<file path="config.mk">
export PLATFORM = sky130hd
export DESIGN_NAME = ift_lane
export DESIGN_NICKNAME = d
export VERILOG_FILES = /design/src/ift_pkg.sv /design/src/ift_lane.sv
export SDC_FILE = /design/constraint.sdc
export NUM_CORES = 2
export LEC_CHECK = 0
export BUFFER_PORTS_ARGS = -buffer_cell sky130_fd_sc_hd__clkbuf_2
export CORE_ASPECT_RATIO = 1.5
export CORE_MARGIN = 2
export CORE_UTILIZATION = 55
export CTS_BUF_LIST = sky130_fd_sc_hd__clkbuf_8
export DETAILED_ROUTE_END_ITERATION = 8
export PLACE_DENSITY_LB_ADDON = 0.3
export SYNTH_ARGS = -nofsm -noshare
export SYNTH_HDL_FRONTEND = slang
export SYNTH_SLANG_ARGS = --single-unit
</file>
<file path="constraint.sdc">
create_clock -name clk_i -period 14.3 [get_ports clk_i]
set_input_delay 0.715 -clock clk_i [delete_from_list [all_inputs] [get_ports clk_i]]
set_output_delay 0.715 -clock clk_i [all_outputs]
set_load 0.005 [all_outputs]
</file>
<file path="src/ift_pkg.sv">
// Shared types, codes and the sequencer microprogram of the IMU frame transform.
package ift_pkg;

  localparam int ACC_W = 64;
  localparam int PC_W  = 6;
  localparam logic [PC_W-1:0] COV_PC = 6'd20;

  localparam logic       ACT_SAMPLE  = 1'b0;
  localparam logic       ACT_COV     = 1'b1;
  localparam logic       KIND_SAMPLE = 1'b0;
  localparam logic       KIND_COV    = 1'b1;
  localparam logic [1:0] ROW_0       = 2'd0;
  localparam logic [1:0] ROW_1       = 2'd1;
  localparam logic [1:0] ROW_2       = 2'd2;

  localparam logic [2:0] CFG_QW = 3'd0;
  localparam logic [2:0] CFG_QX = 3'd1;
  localparam logic [2:0] CFG_QY = 3'd2;
  localparam logic [2:0] CFG_QZ = 3'd3;
  localparam logic [2:0] CFG_OX = 3'd4;
  localparam logic [2:0] CFG_OY = 3'd5;
  localparam logic [2:0] CFG_OZ = 3'd6;

  typedef enum logic [5:0] {
    S_ZERO,
    S_QW, S_QX, S_QY, S_QZ,
    S_M00, S_M01, S_M02, S_M10, S_M11, S_M12, S_M20, S_M21, S_M22,
    S_V0, S_V1, S_V2,
    S_R0, S_R1, S_R2,
    S_IW, S_IX, S_IY, S_IZ,
    S_OX, S_OY, S_OZ,
    S_W0, S_W1, S_W2,
    S_C0, S_C1, S_C2,
    S_CS0, S_CS1, S_CS2, S_CS3, S_CS4, S_CS5,
    S_T00, S_T01, S_T02, S_T10, S_T11, S_T12, S_T20, S_T21, S_T22
  } src_e;

  typedef enum logic [1:0] {K29, K30, KF} shift_e;

  typedef enum logic [3:0] {
    D_MA, D_MB, D_MC, D_W, D_AT, D_C, D_D, D_QO,
    D_T0, D_T1, D_T2, D_P0, D_P1, D_P2
  } dest_e;

  typedef enum logic [3:0] {
    ST_IDLE  = 4'b0001,
    ST_ISSUE = 4'b0010,
    ST_DRAIN = 4'b0100,
    ST_WRITE = 4'b1000
  } state_e;

  typedef struct packed {
    src_e   a;
    src_e   b;
    logic   neg;
    logic   bias;
    shift_e sh;
  } lane_op_t;

  typedef struct packed {
    logic     valid;
    logic     first;
    lane_op_t op;
  } lane_ctl_t;

  typedef struct packed {
    lane_op_t [3:0] lane;
    logic           first;
    logic           last;
    dest_e          dest;
  } uop_t;

  function automatic lane_op_t lop(src_e a, src_e b, logic neg, shift_e sh, logic bias);
    lane_op_t o;
    o.a = a;
    o.b = b;
    o.neg = neg;
    o.sh = sh;
    o.bias = bias;
    return o;
  endfunction

  function automatic src_e src_at(src_e base, int ofs);
    return src_e'(6'(int'(base) + ofs));
  endfunction

  // One issue slot per entry: every lane multiplies one term and accumulates it.
  function automatic uop_t uop(logic [PC_W-1:0] pc);
    uop_t u;
    for (int l = 0; l < 4; l++) begin
      u.lane[l] = lop(S_ZERO, S_ZERO, 1'b0, K30, 1'b0);
    end
    u.first = 1'b0;
    u.last  = 1'b0;
    u.dest  = D_MA;
    case (pc)
      6'd0: begin
        u.first = 1'b1;
        u.lane[0] = lop(S_QY, S_QY, 1'b1, K29, 1'b1);
        u.lane[1] = lop(S_QX, S_QY, 1'b0, K29, 1'b0);
        u.lane[2] = lop(S_QX, S_QZ, 1'b0, K29, 1'b0);
        u.lane[3] = lop(S_QX, S_QY, 1'b0, K29, 1'b0);
      end
      6'd1: begin
        u.last = 1'b1;
        u.dest = D_MA;
        u.lane[0] = lop(S_QZ, S_QZ, 1'b1, K29, 1'b0);
        u.lane[1] = lop(S_QW, S_QZ, 1'b1, K29, 1'b0);
        u.lane[2] = lop(S_QW, S_QY, 1'b0, K29, 1'b0);
        u.lane[3] = lop(S_QW, S_QZ, 1'b0, K29, 1'b0);
      end
      6'd2: begin
        u.first = 1'b1;
        u.lane[0] = lop(S_QX, S_QX, 1'b1, K29, 1'b1);
        u.lane[1] = lop(S_QY, S_QZ, 1'b0, K29, 1'b0);
        u.lane[2] = lop(S_QX, S_QZ, 1'b0, K29, 1'b0);
        u.lane[3] = lop(S_QY, S_QZ, 1'b0, K29, 1'b0);
      end
      6'd3: begin
        u.last = 1'b1;
        u.dest = D_MB;
        u.lane[0] = lop(S_QZ, S_QZ, 1'b1, K29, 1'b0);
        u.lane[1] = lop(S_QW, S_QX, 1'b1, K29, 1'b0);
        u.lane[2] = lop(S_QW, S_QY, 1'b1, K29, 1'b0);
        u.lane[3] = lop(S_QW, S_QX, 1'b0, K29, 1'b0);
      end
      6'd4: begin
        u.first = 1'b1;
        u.lane[0] = lop(S_QX, S_QX, 1'b1, K29, 1'b1);
      end
      6'd5: begin
        u.last = 1'b1;
        u.dest = D_MC;
        u.lane[0] = lop(S_QY, S_QY, 1'b1, K29, 1'b0);
      end
      6'd12: begin
        u.first = 1'b1;
        u.lane[0] = lop(S_W1, S_OZ, 1'b0, KF, 1'b0);
        u.lane[1] = lop(S_W2, S_OX, 1'b0, KF, 1'b0);
        u.lane[2] = lop(S_W0, S_OY, 1'b0, KF, 1'b0);
      end
      6'd13: begin
        u.last = 1'b1;
        u.dest = D_C;
        u.lane[0] = lop(S_W2, S_OY, 1'b1, KF, 1'b0);
        u.lane[1] = lop(S_W0, S_OZ, 1'b1, KF, 1'b0);
        u.lane[2] = lop(S_W1, S_OX, 1'b1, KF, 1'b0);
      end
      6'd14: begin
        u.first = 1'b1;
        u.lane[0] = lop(S_W1, S_C2, 1'b0, KF, 1'b0);
        u.lane[1] = lop(S_W2, S_C0, 1'b0, KF, 1'b0);
        u.lane[2] = lop(S_W0, S_C1, 1'b0, KF, 1'b0);
      end
      6'd15: begin
        u.last = 1'b1;
        u.dest = D_D;
        u.lane[0] = lop(S_W2, S_C1, 1'b1, KF, 1'b0);
        u.lane[1] = lop(S_W0, S_C2, 1'b1, KF, 1'b0);
        u.lane[2] = lop(S_W1, S_C0, 1'b1, KF, 1'b0);
      end
      6'd16: begin
        u.first = 1'b1;
        u.lane[0] = lop(S_QW, S_IW, 1'b0, K30, 1'b0);
        u.lane[1] = lop(S_QW, S_IX, 1'b0, K30, 1'b0);
        u.lane[2] = lop(S_QW, S_IY, 1'b0, K30, 1'b0);
        u.lane[3] = lop(S_QW, S_IZ, 1'b0, K30, 1'b0);
      end
      6'd17: begin
        u.lane[0] = lop(S_QX, S_IX, 1'b1, K30, 1'b0);
        u.lane[1] = lop(S_QX, S_IW, 1'b0, K30, 1'b0);
        u.lane[2] = lop(S_QX, S_IZ, 1'b1, K30, 1'b0);
        u.lane[3] = lop(S_QX, S_IY, 1'b0, K30, 1'b0);
      end
      6'd18: begin
        u.lane[0] = lop(S_QY, S_IY, 1'b1, K30, 1'b0);
        u.lane[1] = lop(S_QY, S_IZ, 1'b0, K30, 1'b0);
        u.lane[2] = lop(S_QY, S_IW, 1'b0, K30, 1'b0);
        u.lane[3] = lop(S_QY, S_IX, 1'b1, K30, 1'b0);
      end
      6'd19: begin
        u.last = 1'b1;
        u.dest = D_QO;
        u.lane[0] = lop(S_QZ, S_IZ, 1'b1, K30, 1'b0);
        u.lane[1] = lop(S_QZ, S_IY, 1'b1, K30, 1'b0);
        u.lane[2] = lop(S_QZ, S_IX, 1'b0, K30, 1'b0);
        u.lane[3] = lop(S_QZ, S_IW, 1'b0, K30, 1'b0);
      end
      default: begin
      end
    endcase
    // matrix times rate, matrix times acceleration
    for (int j = 0; j < 3; j++) begin
      if (pc == 6'(6 + j) || pc == 6'(9 + j)) begin
        u.first = (j == 0);
        u.last  = (j == 2);
        u.dest  = (pc < 6'd9) ? D_W : D_AT;
        for (int i = 0; i < 3; i++) begin
          u.lane[i] = lop(src_at(S_M00, 3 * i + j),
                          src_at((pc < 6'd9) ? S_R0 : S_V0, j), 1'b0, K30, 1'b0);
        end
      end
    end
    // covariance: T = M*C column by column, then each row of T times M^T
    for (int j = 0; j < 3; j++) begin
      for (int k = 0; k < 3; k++) begin
        if (pc == 6'(20 + 3 * j + k)) begin
          u.first = (k == 0);
          u.last  = (k == 2);
          u.dest  = dest_e'(4'(int'(D_T0) + j));
          for (int i = 0; i < 3; i++) begin
            u.lane[i] = lop(src_at(S_M00, 3 * i + k),
                            (k == 2) ? src_at(S_V0, j) : src_at(S_CS0, 3 * k + j),
                            1'b0, K30, 1'b0);
          end
        end
        if (pc == 6'(29 + 3 * j + k)) begin
          u.first = (k == 0);
          u.last  = (k == 2);
          u.dest  = dest_e'(4'(int'(D_P0) + j));
          for (int i = 0; i < 3; i++) begin
            u.lane[i] = lop(src_at(S_M00, 3 * i + k), src_at(S_T00, 3 * j + k),
                            1'b0, K30, 1'b0);
          end
        end
      end
    end
    return u;
  endfunction

endpackage

</file>
<file path="src/ift_lane.sv">
// One multiply, round and accumulate lane.
module ift_lane #(
  parameter int FRAC_BITS = 16
) (
  input  logic                             clk_i,
  input  logic                             rst_ni,
  input  ift_pkg::lane_ctl_t               ctl_i,
  input  logic signed [31:0]               a_i,
  input  logic signed [31:0]               b_i,
  output logic signed [ift_pkg::ACC_W-1:0] acc_o
);

  localparam logic signed [ift_pkg::ACC_W-1:0] ONE = 64'sd1 <<< 30;

  ift_pkg::lane_ctl_t               ctl_q;
  logic signed [ift_pkg::ACC_W-1:0] prod_q;
  logic signed [ift_pkg::ACC_W-1:0] acc_q, acc_d;
  logic signed [ift_pkg::ACC_W-1:0] half, sum, term, base;

  always_comb begin
    case (ctl_q.op.sh)
      ift_pkg::K29: half = 64'sd1 <<< 28;
      ift_pkg::K30: half = 64'sd1 <<< 29;
      default:      half = 64'sd1 <<< (FRAC_BITS - 1);
    endcase
    sum = prod_q + half;
    case (ctl_q.op.sh)
      ift_pkg::K29: term = sum >>> 29;
      ift_pkg::K30: term = sum >>> 30;
      default:      term = sum >>> FRAC_BITS;
    endcase
    base = ctl_q.first ? (ctl_q.op.bias ? ONE : '0) : acc_q;
    acc_d = ctl_q.op.neg ? base - term : base + term;
  end

  always_ff @(posedge clk_i or negedge rst_ni) begin
    if (!rst_ni) begin
      ctl_q <= '0;
    end else begin
      ctl_q <= ctl_i;
    end
  end

  always_ff @(posedge clk_i) begin
    prod_q <= a_i * b_i;
    if (ctl_q.valid) begin
      acc_q <= acc_d;
    end
  end

  assign acc_o = acc_q;

endmodule

</file>
==> results.md <==
- Slew Limit Headroom: 0.3101
- Count of state elements after synthesis: 119
- Max Clock Freq: 102.0 MHz
- Violation count after the first detailed-routing iteration: 2096
- RSZ-0062 raised after global routing: false
- Depth of the CTS H-tree: 4
- Primary flip-flop cell chosen by synthesis mapping: edfxtp_1
- Final estimated routing congestion in global placement: 0.9366
- Kind of end point of the critical path: flop
- Global-route wire length before repair: 204600 µm
- Total via count in the routed design: 34.99k
- Setup Skew: 15.43 ps
- Most common cell after layout, fill and taps aside: fa_1
- Slowest-stage cell, CP: buf_4
- Sinks on Clock Net: 119
- Post-synthesis instance area: 46430 µm²
- Worst-margin pin slew: 1035 ps
- Die area: 86800 µm²
- Fraction of synthesized cell area taken by the top area cell type: 0.4666
- Cell count after synthesis: 5047
- Input/output buffers: 135
- Kind of start point of the critical path: flop
- WL/cell: 20.59 µm
- Average cell area after synthesis: 9.199 µm²
- Initial core utilization: 0.5542
- FF-to-FF End: acc_o[60]$_DFFE_PP_
- Setup Fix Bufs, Post-CTS: 0
- Crit path required time: 14540 ps
- Pins Over Slew Limit: 0
- Final hold violations: 0
- Via density: 5.734
- Max cap viols: 0
- Max incr delay on CP: 640 ps
- Leading cell types in the layout, fill and taps excluded: 1082 x fa_1, 974 x inv_1, 566 x nand2_1
- Max clock buf depth: 2
- Sequential area share after synthesis: 0.06576
- WP data arrival: 10050 ps
- Num rows: 130
- Number of global-route vias before repair: 39.12k
- Antenna violations before repair: 1
- Library cells used by synthesis: 103
- Inserted Diodes: 0
- I/O Pins: 148
- Leftover overflow at the end of global routing: 0
- Total Wirelength: 125600 µm
- Insertion delay of the later-clocked pin in the worst-skew pair: 500 ps
- Largest cells by area after synthesis: fa_1 47%, inv_1 7.9%, and2_1 7.2%, ha_1 6.7%, nand2_1 4.6%
- Beginning of the critical path: ctl_q[1]$_DFF_PN0_
- Largest net degree at the start of global routing: 85
- Part of the cycle the worst path needs: 0.6857
- Core Footprint: 83770 µm²
- Clock root buffer: clkbuf_8
- Worst hold path class: primary input to async pin
- Number of nets in the layout: 6381
- Register-to-Register Setup Slack: 4490 ps
- Area Growth Syn to Fin: 3.773%
- Fraction of final layout cells with drive strength greater than 1: 0.05100
- Remaining number of nets flagged by the antenna check after routing: 0
- Detailed-routing iteration count for the pre-antenna-repair pass: 6
- CTS buffer count: 17
- Status: finished, final reports clean
- Clock period minus worst slack: 9805 ps
- Post-synthesis async set-or-reset flop share: 0.05042
- WS Path Type: flop to flop
- Summed negative setup slack over all endpoints: 0 ps
- Worst Path Max Fanout: 84
- Sum of net half-perimeters after detailed placement: 99620 µm
- Clock tree from TritonCTS: yes
- Synth Net Count: 6460
- Quantity of gates resized following cts: 0
- Syn. warnings: 0
- Remaining DRCs: 0
- Reg2reg path depth: 27
- Quantity of hold-fixing buffers added after cts: 0
- Cell accounting for the most synthesized area: fa_1
- Clock-pin transition on the worst setup and hold timing paths: 80 ps
- Reg2Reg Launch Point: ctl_q[1]$_DFF_PN0_
- Total of endpoints with negative setup slack in the final report: 0
- Die height: 359.8 µm
- Combined global-route utilization of all metal layers: 0.3048
- Width of the chip: 241.2 µm
- Count of flip-flops with a built-in enable after synthesis: 64
- End point of the critical path: acc_o[60]$_DFFE_PP_
==> area by class of cell <==
cell class                      instances  area [µm²]
Clock buffer                           20       275.3
Fill cell                            7424       35590
Timing Repair Buffer                  169       930.9
Inverter                              973        3652
Clock inverter                         11       180.2
Multi-Input combinational cell       3688       38680
Sequential cell                       119        3057
Tap cell                             1122        1404
==> critical path: cells and delay by family (launching register included) <==
kind            cells  cell delay, ps
compound gates      8            2490
xor+xnor            2             430
fa+ha+maj           2             940
buf+inv             4            1410
flops               1             350
simple gates       11            3900
==> state kept, by name (all words and copies together), names as in the netlist <==
name,cells
acc_o,64
prod_q,49
ctl_q,6
==> layer usage <==
layer  track usage  part of all wire
met4        0.1788             0.067
met5             0                 0
met1        0.3461              0.36
met2        0.5529              0.53
met3       0.02661             0.048
==> cell families (layout without fill, tap and decap cells) <==
family,after synthesis,after routing,synth area share
flops,119,119,0.06576
compound gates,542,542,0.07969
mux,12,12,0.002749
xor+xnor,188,188,0.03547
simple gates,1617,1617,0.1820
fa+ha+maj,1329,1329,0.5331
buf+inv,1240,1173,0.1012
==> cell usage after synthesis, types with 64 or more instances <==
| master | count |
|---|---|
| o21ai_0 | 91 |
| edfxtp_1 | 64 |
| xor2_1 | 72 |
| ha_1 | 247 |
| nor2_1 | 134 |
| inv_1 | 971 |
| and2_1 | 534 |
| nand2_1 | 566 |
| clkbuf_1 | 244 |
| a21oi_1 | 154 |
| nor2b_1 | 84 |
| fa_1 | 1082 |
| xnor2_1 | 116 |
==> stage by stage <==
step	worst slack [ps]	cells	cell area (µm²)	hold WS, ps	util
after floorplan	6292	5047	46430	419.4	-
after global placement	4712	6071	47720	621.9	0.5697
after detailed placement	4610	6071	47720	622.2	0.5697
after CTS	4568	6102	48180	62.56	0.5751
after global routing	4056	6102	48180	81.91	0.5751
final	4495	6102	48180	110.3	0.5751
==> how the worst min path moves through the flow <==
stage                    endpoint  slack (ps)  depth (start not counted)
3_5_place_dp   ctl_q[2]$_DFF_PN0_         620                          1
6_report       ctl_q[0]$_DFF_PN0_         110                          1
4_1_cts        ctl_q[0]$_DFF_PN0_          60                          1
3_3_place_gp   ctl_q[2]$_DFF_PN0_         620                          1
2_1_floorplan  ctl_q[0]$_DFF_PN0_         420                          0
5_1_grt        ctl_q[0]$_DFF_PN0_          80                          1
Power is left out: the tool's default activity adds up to more than one toggle a clock period on the data nets, which glitch-free logic cannot reach.
