### src/ift_pkg.sv
// Shared types, codes and the sequencer microprogram of the IMU frame transform.
package ift_pkg;

  localparam int ACC_W = 64;
  localparam int PC_W  = 6;
  localparam logic [PC_W-1:0] COV_PC = 6'd20;

  localparam logic       ACT_SAMPLE  = 1'b0;
  localparam logic       ACT_COV     = 1'b1;
  localparam logic       KIND_SAMPLE = 1'b0;
  localparam logic       KIND_COV    = 1'b1;
  localparam logic [1:0] ROW_0       = 2'd0;
  localparam logic [1:0] ROW_1       = 2'd1;
  localparam logic [1:0] ROW_2       = 2'd2;

  localparam logic [2:0] CFG_QW = 3'd0;
  localparam logic [2:0] CFG_QX = 3'd1;
  localparam logic [2:0] CFG_QY = 3'd2;
  localparam logic [2:0] CFG_QZ = 3'd3;
  localparam logic [2:0] CFG_OX = 3'd4;
  localparam logic [2:0] CFG_OY = 3'd5;
  localparam logic [2:0] CFG_OZ = 3'd6;

  typedef enum logic [5:0] {
    S_ZERO,
    S_QW, S_QX, S_QY, S_QZ,
    S_M00, S_M01, S_M02, S_M10, S_M11, S_M12, S_M20, S_M21, S_M22,
    S_V0, S_V1, S_V2,
    S_R0, S_R1, S_R2,
    S_IW, S_IX, S_IY, S_IZ,
    S_OX, S_OY, S_OZ,
    S_W0, S_W1, S_W2,
    S_C0, S_C1, S_C2,
    S_CS0, S_CS1, S_CS2, S_CS3, S_CS4, S_CS5,
    S_T00, S_T01, S_T02, S_T10, S_T11, S_T12, S_T20, S_T21, S_T22
  } src_e;

  typedef enum logic [1:0] {K29, K30, KF} shift_e;

  typedef enum logic [3:0] {
    D_MA, D_MB, D_MC, D_W, D_AT, D_C, D_D, D_QO,
    D_T0, D_T1, D_T2, D_P0, D_P1, D_P2
  } dest_e;

  typedef enum logic [3:0] {
    ST_IDLE  = 4'b0001,
    ST_ISSUE = 4'b0010,
    ST_DRAIN = 4'b0100,
    ST_WRITE = 4'b1000
  } state_e;

  typedef struct packed {
    src_e   a;
    src_e   b;
    logic   neg;
    logic   bias;
    shift_e sh;
  } lane_op_t;

  typedef struct packed {
    logic     valid;
    logic     first;
    lane_op_t op;
  } lane_ctl_t;

  typedef struct packed {
    lane_op_t [3:0] lane;
    logic           first;
    logic           last;
    dest_e          dest;
  } uop_t;

  function automatic lane_op_t lop(src_e a, src_e b, logic neg, shift_e sh, logic bias);
    lane_op_t o;
    o.a = a;
    o.b = b;
    o.neg = neg;
    o.sh = sh;
    o.bias = bias;
    return o;
  endfunction

  function automatic src_e src_at(src_e base, int ofs);
    return src_e'(6'(int'(base) + ofs));
  endfunction

  // One issue slot per entry: every lane multiplies one term and accumulates it.
  function automatic uop_t uop(logic [PC_W-1:0] pc);
    uop_t u;
    for (int l = 0; l < 4; l++) begin
      u.lane[l] = lop(S_ZERO, S_ZERO, 1'b0, K30, 1'b0);
    end
    u.first = 1'b0;
    u.last  = 1'b0;
    u.dest  = D_MA;
    case (pc)
      6'd0: begin
        u.first = 1'b1;
        u.lane[0] = lop(S_QY, S_QY, 1'b1, K29, 1'b1);
        u.lane[1] = lop(S_QX, S_QY, 1'b0, K29, 1'b0);
        u.lane[2] = lop(S_QX, S_QZ, 1'b0, K29, 1'b0);
        u.lane[3] = lop(S_QX, S_QY, 1'b0, K29, 1'b0);
      end
      6'd1: begin
        u.last = 1'b1;
        u.dest = D_MA;
        u.lane[0] = lop(S_QZ, S_QZ, 1'b1, K29, 1'b0);
        u.lane[1] = lop(S_QW, S_QZ, 1'b1, K29, 1'b0);
        u.lane[2] = lop(S_QW, S_QY, 1'b0, K29, 1'b0);
        u.lane[3] = lop(S_QW, S_QZ, 1'b0, K29, 1'b0);
      end
      6'd2: begin
        u.first = 1'b1;
        u.lane[0] = lop(S_QX, S_QX, 1'b1, K29, 1'b1);
        u.lane[1] = lop(S_QY, S_QZ, 1'b0, K29, 1'b0);
        u.lane[2] = lop(S_QX, S_QZ, 1'b0, K29, 1'b0);
        u.lane[3] = lop(S_QY, S_QZ, 1'b0, K29, 1'b0);
      end
      6'd3: begin
        u.last = 1'b1;
        u.dest = D_MB;
        u.lane[0] = lop(S_QZ, S_QZ, 1'b1, K29, 1'b0);
        u.lane[1] = lop(S_QW, S_QX, 1'b1, K29, 1'b0);
        u.lane[2] = lop(S_QW, S_QY, 1'b1, K29, 1'b0);
        u.lane[3] = lop(S_QW, S_QX, 1'b0, K29, 1'b0);
      end
      6'd4: begin
        u.first = 1'b1;
        u.lane[0] = lop(S_QX, S_QX, 1'b1, K29, 1'b1);
      end
      6'd5: begin
        u.last = 1'b1;
        u.dest = D_MC;
        u.lane[0] = lop(S_QY, S_QY, 1'b1, K29, 1'b0);
      end
      6'd12: begin
        u.first = 1'b1;
        u.lane[0] = lop(S_W1, S_OZ, 1'b0, KF, 1'b0);
        u.lane[1] = lop(S_W2, S_OX, 1'b0, KF, 1'b0);
        u.lane[2] = lop(S_W0, S_OY, 1'b0, KF, 1'b0);
      end
      6'd13: begin
        u.last = 1'b1;
        u.dest = D_C;
        u.lane[0] = lop(S_W2, S_OY, 1'b1, KF, 1'b0);
        u.lane[1] = lop(S_W0, S_OZ, 1'b1, KF, 1'b0);
        u.lane[2] = lop(S_W1, S_OX, 1'b1, KF, 1'b0);
      end
      6'd14: begin
        u.first = 1'b1;
        u.lane[0] = lop(S_W1, S_C2, 1'b0, KF, 1'b0);
        u.lane[1] = lop(S_W2, S_C0, 1'b0, KF, 1'b0);
        u.lane[2] = lop(S_W0, S_C1, 1'b0, KF, 1'b0);
      end
      6'd15: begin
        u.last = 1'b1;
        u.dest = D_D;
        u.lane[0] = lop(S_W2, S_C1, 1'b1, KF, 1'b0);
        u.lane[1] = lop(S_W0, S_C2, 1'b1, KF, 1'b0);
        u.lane[2] = lop(S_W1, S_C0, 1'b1, KF, 1'b0);
      end
      6'd16: begin
        u.first = 1'b1;
        u.lane[0] = lop(S_QW, S_IW, 1'b0, K30, 1'b0);
        u.lane[1] = lop(S_QW, S_IX, 1'b0, K30, 1'b0);
        u.lane[2] = lop(S_QW, S_IY, 1'b0, K30, 1'b0);
        u.lane[3] = lop(S_QW, S_IZ, 1'b0, K30, 1'b0);
      end
      6'd17: begin
        u.lane[0] = lop(S_QX, S_IX, 1'b1, K30, 1'b0);
        u.lane[1] = lop(S_QX, S_IW, 1'b0, K30, 1'b0);
        u.lane[2] = lop(S_QX, S_IZ, 1'b1, K30, 1'b0);
        u.lane[3] = lop(S_QX, S_IY, 1'b0, K30, 1'b0);
      end
      6'd18: begin
        u.lane[0] = lop(S_QY, S_IY, 1'b1, K30, 1'b0);
        u.lane[1] = lop(S_QY, S_IZ, 1'b0, K30, 1'b0);
        u.lane[2] = lop(S_QY, S_IW, 1'b0, K30, 1'b0);
        u.lane[3] = lop(S_QY, S_IX, 1'b1, K30, 1'b0);
      end
      6'd19: begin
        u.last = 1'b1;
        u.dest = D_QO;
        u.lane[0] = lop(S_QZ, S_IZ, 1'b1, K30, 1'b0);
        u.lane[1] = lop(S_QZ, S_IY, 1'b1, K30, 1'b0);
        u.lane[2] = lop(S_QZ, S_IX, 1'b0, K30, 1'b0);
        u.lane[3] = lop(S_QZ, S_IW, 1'b0, K30, 1'b0);
      end
      default: begin
      end
    endcase
    // matrix times rate, matrix times acceleration
    for (int j = 0; j < 3; j++) begin
      if (pc == 6'(6 + j) || pc == 6'(9 + j)) begin
        u.first = (j == 0);
        u.last  = (j == 2);
        u.dest  = (pc < 6'd9) ? D_W : D_AT;
        for (int i = 0; i < 3; i++) begin
          u.lane[i] = lop(src_at(S_M00, 3 * i + j),
                          src_at((pc < 6'd9) ? S_R0 : S_V0, j), 1'b0, K30, 1'b0);
        end
      end
    end
    // covariance: T = M*C column by column, then each row of T times M^T
    for (int j = 0; j < 3; j++) begin
      for (int k = 0; k < 3; k++) begin
        if (pc == 6'(20 + 3 * j + k)) begin
          u.first = (k == 0);
          u.last  = (k == 2);
          u.dest  = dest_e'(4'(int'(D_T0) + j));
          for (int i = 0; i < 3; i++) begin
            u.lane[i] = lop(src_at(S_M00, 3 * i + k),
                            (k == 2) ? src_at(S_V0, j) : src_at(S_CS0, 3 * k + j),
                            1'b0, K30, 1'b0);
          end
        end
        if (pc == 6'(29 + 3 * j + k)) begin
          u.first = (k == 0);
          u.last  = (k == 2);
          u.dest  = dest_e'(4'(int'(D_P0) + j));
          for (int i = 0; i < 3; i++) begin
            u.lane[i] = lop(src_at(S_M00, 3 * i + k), src_at(S_T00, 3 * j + k),
                            1'b0, K30, 1'b0);
          end
        end
      end
    end
    return u;
  endfunction

endpackage

### src/ift_merge.sv
// Saturates the lane sums and forms the lever-arm corrected acceleration.
module ift_merge #(
  parameter int VEC_W = 32
) (
  input  logic signed [ift_pkg::ACC_W-1:0] acc_i   [4],
  input  logic                             wide_i,
  input  logic signed [31:0]               at_i    [3],
  input  logic signed [31:0]               dd_i    [3],
  output logic signed [31:0]               res_o   [4],
  output logic signed [31:0]               accel_o [3]
);

  localparam logic signed [ift_pkg::ACC_W-1:0] VMAX = (64'sd1 <<< (VEC_W - 1)) - 64'sd1;
  localparam logic signed [ift_pkg::ACC_W-1:0] VMIN = -(64'sd1 <<< (VEC_W - 1));
  localparam logic signed [ift_pkg::ACC_W-1:0] WMAX = (64'sd1 <<< 31) - 64'sd1;
  localparam logic signed [ift_pkg::ACC_W-1:0] WMIN = -(64'sd1 <<< 31);

  function automatic logic signed [31:0] satw(logic signed [ift_pkg::ACC_W-1:0] v,
                                              logic wide);
    logic signed [ift_pkg::ACC_W-1:0] hi, lo, c;
    hi = wide ? WMAX : VMAX;
    lo = wide ? WMIN : VMIN;
    c = (v > hi) ? hi : ((v < lo) ? lo : v);
    return c[31:0];
  endfunction

  logic signed [ift_pkg::ACC_W-1:0] diff [3];

  always_comb begin
    for (int l = 0; l < 4; l++) begin
      res_o[l] = satw(acc_i[l], wide_i);
    end
    for (int i = 0; i < 3; i++) begin
      diff[i] = ift_pkg::ACC_W'(at_i[i]) - ift_pkg::ACC_W'(dd_i[i]);
      accel_o[i] = satw(diff[i], 1'b0);
    end
  end

endmodule

### config.mk
export PLATFORM = sky130hd
export DESIGN_NAME = ift_merge
export DESIGN_NICKNAME = d
export VERILOG_FILES = /design/src/ift_pkg.sv /design/src/ift_merge.sv
export SDC_FILE = /design/constraint.sdc
export NUM_CORES = 1
export LEC_CHECK = 0
export BUFFER_PORTS_ARGS = -buffer_cell sky130_fd_sc_hd__buf_4
export CAP_MARGIN = 20
export CORE_AREA = 2 2 258 260
export DETAILED_ROUTE_END_ITERATION = 6
export DIE_AREA = 0 0 260 262
export GPL_TIMING_DRIVEN = 0
export PLACE_DENSITY_LB_ADDON = 0.05
export SLEW_MARGIN = 20
export SYNTH_ARGS = -nofsm -noshare
export SYNTH_HDL_FRONTEND = slang
export SYNTH_SLANG_ARGS = --single-unit
### constraint.sdc
create_clock -name vclk -period 5.4
set_input_delay 1.62 -clock vclk [all_inputs]
set_output_delay 1.62 -clock vclk [all_outputs]
set_load 0.01 [all_outputs]
==> reports/metrics.yaml, run 1 <==
grt_max_degree: 11
synth_area_um2: 7829
violations: "setup timing"
synth_area_leaders: "ha_1 15%, nand2_1 15%, a21oi_1 10%"
placed_cell_area_um2: 15020
leakage_nw: 8.099
drive_above_1_share: 0.4920
num_vias: 12500
synthAdderAreaFrac: 0.1713
hold_start: "acc_i[194]"
syn_to_final_growth_pct: 120.6
die_h_um: 262
drtIter0Drc: 491
power_mw: 3.075
routedWlPerCell_um: 21.14
cp.arrival_ps: 4400
seq_area_um2: 0
wl_um: 61900
synth_top_family_by_area: "simple AND/OR/NAND/NOR gates"
period_needed_ps: 6019
sequential_cell_total: 0
power_frac_seq: 0
final_nets: 2611
swShare: 0.4874
viasPerCell: 4.269
rsz0062_at_grt: "yes"
grt_pass1_vias: 13280
crit_path_end_kind: "output port"
synth_area_per_cell_um2: 5.953
cp-start-kind: "primary input"
fill_cells: 7429
fin_setup_tns_ps: -48980
gp_congestion: 0.8631
initial_core_util: 0.1199
fmax_ghz: 0.1661
max-slew-margin-rel: 0.5190
synth_top_cell_area_share: 0.1534
yosys_warnings: 0
worstMarginPinSlew_ps: 719.6
synth_nets: 1863
finalNonFillerCells: 2928
muxShareOfSynthArea: 0.001279
switchingPower_mw: 1.499
hold_viol_final: 0
yosys.area.top_type: "ha_1"
die_w_um: 260
synth_compound_area_frac: 0.3085
synthCells: 1315
fin_crit_sh: 1.115
setup_viol: 96
ir_drop_uv: 76.62
placed_cells: 2851
maxSlewViolCount: 0
cp_max_fo: 8
p_comb_frac: 1.000
cp-startpoint: "at_i[64]"
drc: 0
final_area_um2: 17270
io_buffers: 672
fin_ws_ps: -619.0
grt_pass1_wl_um: 87040
dp_hpwl_um: 54990
antenna_found_initial: 9
required_ps: 3780
synth-simple-area-share: 0.3276
worst-setup-path-type: "in2out"
power.internal_mw: 1.576
hp-class: "in2out"
row_count: 94
clkPwrFrac: 0
ioPinCount: 673
clkbuf_count: 0
ys_seq_area_frac: 0
track_usage: 0.1688
outcome: "finished with violations"
synth_cell_types: 72
maxCapViolCount: 0
p_per_area_nw_per_um2: 178.1
ant_nets: 0
synth_xor_area_frac: 0.09493
overflow: 0
ctsHoldBuffers: 0
dieArea_um2: 68120
drt-pass1-iter-count: 5
core_um2: 65280
cells in the mapped netlist, types with 11 or more instances:
cell        n
a31oi_1    13
nor3_1     11
nor2_1     38
ha_1       96
nand2b_1   13
and3_1     14
clkbuf_1   50
xnor2_1    46
xor2_1     37
nand2_1   312
nor4_1     36
nand3_1    29
a21o_1     51
nor2b_1    13
buf_2      12
inv_1     120
nand4_1    50
o21ai_0    67
o211ai_1   11
a21oi_1   157
metal layers:
metal  vias up  share of wire  track usage
met5         -         0.0012            0
met4        12          0.015      0.02107
met3        44          0.063      0.03791
met2       371           0.54       0.3288
met1      5929           0.38       0.1899
li1       6145              -            -
power by group through the flow:
stage / sequential (mW) / combinational (mW) / clock [mW]
floorplan: 0 / 1.33 / 0
global placement: 0 / 2.49 / 0
detailed placement: 0 / 2.48 / 0
CTS: 0 / 2.96 / 0
global route: 0 / 3.29 / 0.0000000496
finish: 0 / 3.07 / 0.0000000745
worst paths after layout:
| check | to | slack [ps] | depth (start not counted) |
|---|---|---|---|
| setup / recovery | accel_o[88] | -620 | 16 |
| hold / removal | res_o[98] | 3520 | 4 |
placed cells by master (no fill, tap or decap), types with 33 or more instances in the layout:
cell      synthesis  routed
buf_6             4     113
xnor2_1          46      45
xor2_1           37      36
inv_1           120     107
buf_4             1     627
a21o_1           51      51
a21oi_1         157      78
nor2_1           38      35
nor4_1           36      36
nand2_1         312     310
nand4_1          50      50
a21oi_4           0      57
ha_1             96      57
clkbuf_1         50      33
per-stage QoR:
| step | util | hold slack (ps) | worst slack, ps |
|---|---|---|---|
| final | 0.2645 | 3516 | -619.0 |
| after global routing | 0.2645 | 3538 | -676.9 |
| after CTS | 0.2544 | 3517 | -610.4 |
| after detailed placement | 0.2302 | 3517 | -1169 |
| after global placement | 0.2302 | 3519 | -1138 |
| after floorplan | - | 3342 | -100.3 |
worst max-delay path, cell delays in order:
cell       delay (ps)
buf_8             110
inv_12             40
ha_4              160
fa_2              210
nand2b_4          140
a21oi_4            60
nor3b_4           270
o211ai_1          160
a31o_2            310
a221o_1           390
o221a_4           280
nor2_4            110
buf_12            170
clkbuf_16         180
a21oi_4            30
buf_6             140
cell families (layout without fill, tap and decap cells):
family	count (synthesis)	after routing
AO/OA/AOI/OAI	386	386
buffers and inverters	188	934
XOR/XNOR	84	84
other	0	3
adder cells (fa/ha/maj)	107	107
AND/OR/NAND/NOR	549	549
multiplexers	1	1
repair_timing:
item,4_1_cts,5_1_grt
gates cloned,9,2
buffers inserted,65,18
endpoints found under the setup margin,108,102
resized for setup,205,136
pin swaps,82,66
final cells by class:
cell class	count	area [um2]	area share
Antenna cell	3	7.507	0.0004348
Buffer	52	405.4	0.02348
Inverter	120	478.0	0.02768
Multi-Input combinational cell	1127	8827	0.5112
Tap cell	864	1081	0.06260
Timing Repair Buffer	762	6469	0.3746
(Power assumes the default switching activity.)
==> inputs of run 2 (changes only) <==
--- a/config.mk
+++ b/config.mk
@@ -16,3 +16,4 @@
 export SYNTH_ARGS = -nofsm -noshare
 export SYNTH_HDL_FRONTEND = slang
 export SYNTH_SLANG_ARGS = --single-unit
+export TNS_END_PERCENT = 10
==> reports/metrics.yaml, run 2 (synthesis results as in run 1) <==
drtIter0Drc: 486  # -1.0%
cp_max_fo: 10  # +2
grt_pass1_vias: 12960  # -2.4%
die_w_um: 260  # unchanged
violations: "setup timing"
syn_to_final_growth_pct: 109.2
cp.arrival_ps: 4330  # -70 ps
rsz0062_at_grt: "yes"
final_nets: 2600  # -0.42%
cp_num_buf_inv: 6  # +1
wl_um: 63610  # +2.8%
ir_drop_uv: 95.70  # +25%
maxSlewViolCount: 0  # unchanged
max-slew-margin-rel: 0.5086  # -0.01045
viasPerCell: 4.242  # -0.64%
num_vias: 12390  # -0.88%
grt_max_degree: 11  # unchanged
dieArea_um2: 68120  # unchanged
fmax_ghz: 0.1681  # +1.2%
drc: 0  # unchanged
drive_above_1_share: 0.4805  # -0.01151
gp_congestion: 0.8395  # -2.7%
hold_viol_final: 0  # unchanged
dp_hpwl_um: 57400  # +4.4%
sequential_cell_total: 0  # unchanged
leakage_nw: 7.895  # -2.5%
path_delay_family: "compound AO/OA/AOI/OAI gates"
required_ps: 3780  # about the same
final_cell_mix: "676 x buf_4, 308 x nand2_1, 112 x inv_1, 82 x a21oi_1, 68 x ha_1"
period_needed_ps: 5950  # -68.64 ps
antenna_found_initial: 22  # +13
multiInputGateArea_um2: 8332  # -5.6%
final_area_um2: 16370  # -5.2%
seq_area_um2: 0  # unchanged
fin_setup_tns_ps: -42380  # +6598 ps
initial_core_util: 0.1199  # unchanged
worstMarginPinSlew_ps: 735.3  # +15.64 ps
whs_endpoint: "res_o[45]"
cp-start-kind: "primary input"
grt_pass1_wl_um: 86760  # -0.33%
row_count: 94  # unchanged
core_um2: 65280  # unchanged
crit_chain: "buf_6 -> inv_4 -> ha_4 -> a21o_1 -> or3_4 -> o221a_4 -> a211oi_4 -> o21ai_2 -> a221oi_2 -> buf_4 -> a21oi_4 -> buf_12 -> nor2_8 -> buf_12 -> a21oi_1 -> buf_4"
final_common_cell: "buf_4"
hold-path-cell-count: 4  # unchanged
routedWlPerCell_um: 21.78  # +3.0%
setup_viol: 96  # unchanged
fill_cells: 7511  # +1.1%
hp-class: "in2out"
ctsHoldBuffers: 0  # unchanged
clkbuf_count: 0  # unchanged
fin_ws_ps: -550.3  # +68.64 ps
maxCapViolCount: 0  # unchanged
ioPinCount: 673  # unchanged
p_per_area_nw_per_um2: 167.8  # -5.8%
crit_path_end_kind: "output port"
outcome: "finished with violations"
drt-pass1-iter-count: 5  # unchanged
fin_crit_sh: 1.102  # -0.01271
ant_nets: 0  # unchanged
track_usage: 0.1724  # +0.003572
placed_cell_area_um2: 14660  # -2.4%
io_buffers: 672  # unchanged
worst-setup-path-type: "in2out"
max_stage_delay_ps: 330  # -60 ps
hold_start: "acc_i[77]"
overflow: 0  # unchanged
die_h_um: 262  # unchanged
slowest_stage: "or3_4"
-- run 2: metrics by stage --
stage	worst slack (ps)	utilization	power, mW	instances	hold WS (ps)
global placement	-1657	0.2245	2.359	2851	3511
global route	-669.6	0.2507	2.949	2917	3528
floorplan	-110.7	-	1.227	1315	3342
finish	-550.3	0.2509	2.748	2921	3512
detailed placement	-1329	0.2246	2.346	2851	3515
CTS	-585.3	0.2459	2.704	2912	3515
-- run 2: worst max-delay path by stage --
stage	startpoint	to	slack (ps)	cells past startpoint
floorplan	dd_i[4]	accel_o[15]	-110	12
global placement	acc_i[111]	res_o[42]	-1660	8
detailed placement	acc_i[111]	res_o[42]	-1330	8
CTS	dd_i[64]	accel_o[87]	-590	16
global route	dd_i[37]	accel_o[41]	-670	16
finish	dd_i[37]	accel_o[41]	-550	16
-- run 2: area by class of cell --
class                           count  share of cell area
Timing Repair Buffer              745              0.3672
Multi-Input combinational cell   1127              0.5088
Antenna cell                        7            0.001070
Buffer                             58             0.02881
Tap cell                          864             0.06602
Inverter                          120             0.02812
-- run 2: power by group --
part           leakage, nW  switching, mW   total (mW)  internal, mW
registers                0              0            0             0
logic                 7.90           1.36         2.75          1.39
clock network    0.0000444              0  0.000000156   0.000000156
total                 7.90           1.36         2.75          1.39
-- run 2: timing repair --
action	CTS	global route
gates resized for setup	189	75
pin swaps	43	29
endpoints found under the setup margin	156	115
gates cloned	6	1
setup buffers	58	8
hold endpoints to repair	0	0
-- run 2: layer usage --
layer,global-route usage,vias to the layer above,wire [um]
li1,-,6125,-
met1,0.1971,5736,25020
met2,0.3055,420,31290
met3,0.05797,80,5362
met4,0.04614,30,1730
met5,0,-,202
==> inputs of run 3 (changes only) <==
--- a/config.mk
+++ b/config.mk
@@ -5,7 +5,7 @@
 export SDC_FILE = /design/constraint.sdc
 export NUM_CORES = 1
 export LEC_CHECK = 0
-export BUFFER_PORTS_ARGS = -buffer_cell sky130_fd_sc_hd__buf_4
+export BUFFER_PORTS_ARGS = -buffer_cell sky130_fd_sc_hd__buf_2
 export CAP_MARGIN = 20
 export CORE_AREA = 2 2 258 260
 export DETAILED_ROUTE_END_ITERATION = 6
==> reports/metrics.yaml, run 3 (synthesis results as in run 1) <==
initial_core_util: 0.1199  # unchanged
cp-start-kind: "primary input"
wl_um: 62810  # -1.3%
dieArea_um2: 68120  # unchanged
die_h_um: 262  # unchanged
antenna_found_initial: 35  # +59%
seq_area_um2: 0  # unchanged
drtIter0Drc: 515  # +6.0%
violations: "setup timing"
holdWs_ps: 3516  # +3.990 ps
placed_cells: 2851  # unchanged
final_nets: 2588  # -0.46%
ctsHoldBuffers: 0  # unchanged
grt_pass1_vias: 12800  # -1.2%
crit_path_end_kind: "output port"
drc: 0  # unchanged
maxSlewViolCount: 0  # unchanged
hold-path-cell-count: 4  # unchanged
cp.arrival_ps: 4350  # +20 ps
viasPerCell: 4.273  # +0.72%
routedWlPerCell_um: 21.57  # -0.95%
cp_max_fo: 4  # -6
io_buffers: 672  # unchanged
row_count: 94  # unchanged
leakage_nw: 7.220  # -8.6%
fin_crit_sh: 1.105  # +0.003241
maxCapViolCount: 0  # unchanged
fin_setup_tns_ps: -45910  # -3532 ps
core_um2: 65280  # unchanged
finalNonFillerCells: 2912  # -0.31%
die_w_um: 260  # unchanged
utilization: 0.2257  # -0.02519
overflow: 0  # unchanged
setup_viol: 105  # +9.4%
required_ps: 3780  # about the same
rsz0062_at_grt: "yes"
hold_start: "acc_i[79]"
power_mw: 2.537  # -7.7%
period_needed_ps: 5968  # +17.50 ps
num_vias: 12440  # +0.41%
dp_hpwl_um: 56320  # -1.9%
fmax_ghz: 0.1676  # -0.29%
grt_max_degree: 11  # unchanged
drive_above_1_share: 0.4720  # -0.008456
cp-startpoint: "at_i[37]"
max-slew-margin-rel: 0.5030  # -0.005614
ioPinCount: 673  # unchanged
dp_slack_ps: -1035  # +294.1 ps
ant_nets: 0  # unchanged
worst-setup-path-type: "in2out"
worstMarginPinSlew_ps: 743.7  # +8.399 ps
fin_ws_ps: -567.8  # -17.50 ps
track_usage: 0.1708  # -0.001643
placed_cell_area_um2: 12980  # -11%
hp-class: "in2out"
ir_drop_uv: 74.63  # -22%
drt-pass1-iter-count: 5  # unchanged
gp_congestion: 0.8412  # +0.20%
outcome: "finished with violations"
grt_pass1_wl_um: 86280  # -0.55%
syn_to_final_growth_pct: 88.16
p_per_area_nw_per_um2: 172.2  # +2.6%
final_cell_mix: "627 x buf_2, 310 x nand2_1, 113 x inv_1, 83 x a21oi_1, 64 x ha_1"
clkbuf_count: 0  # unchanged
sequential_cell_total: 0  # unchanged
hold_viol_final: 0  # unchanged
final_area_um2: 14730  # -10%
final_common_cell: "buf_2"
[run 3: cell count changes in the layout (fill, tap and decap cells not counted), sizes merged]
cell    delta
diode      +3
buf       -11
bufbuf     -2
clkbuf     +1
[run 3: final timing paths]
| kind | end | slack, ps |
|---|---|---|
| worst min-delay path | res_o[47] | 3520 |
| worst max-delay path | accel_o[46] | -570 |
[run 3: worst max-delay path, cell delays in order]
cell	delay [ps]
buf_6	100
ha_4	240
a21o_1	170
or3_4	340
o221a_4	260
a211oi_4	310
o21ai_2	130
a221oi_2	270
buf_4	170
a21oi_4	100
buf_6	180
maj3_2	320
buf_6	130
[run 3: what timing repair did]
| action | in CTS | in global routing |
|---|---|---|
| buffers inserted | 40 | 10 |
| gates cloned | 5 | 1 |
| pin swaps | 47 | 40 |
| resized for setup | 154 | 118 |
| endpoints found under the setup margin | 156 | 162 |
| endpoints found under the hold margin | 0 | 0 |
[run 3: routing by layer]
metal  GRT usage  vias up  wire length [um]
li1            -     6100                 -
met1      0.2049     5758             25670
met2      0.3015      459             30750
met3     0.05006       87              4954
met4     0.03352       38              1184
met5           0        -               249
[run 3: cell type report]
class	instances	area [um2]
multi-input combinational	1127	8412
buffer	63	460.4
inverter	120	455.4
antenna	10	25.02
tap	864	1081
fill	7587	50540
timing repair buffer	728	4297
[run 3: report_power, final]
part           internal [mW]  switching, mW
sequential                 0              0
clock            0.000000250              0
combinational           1.17           1.37
total                   1.17           1.37
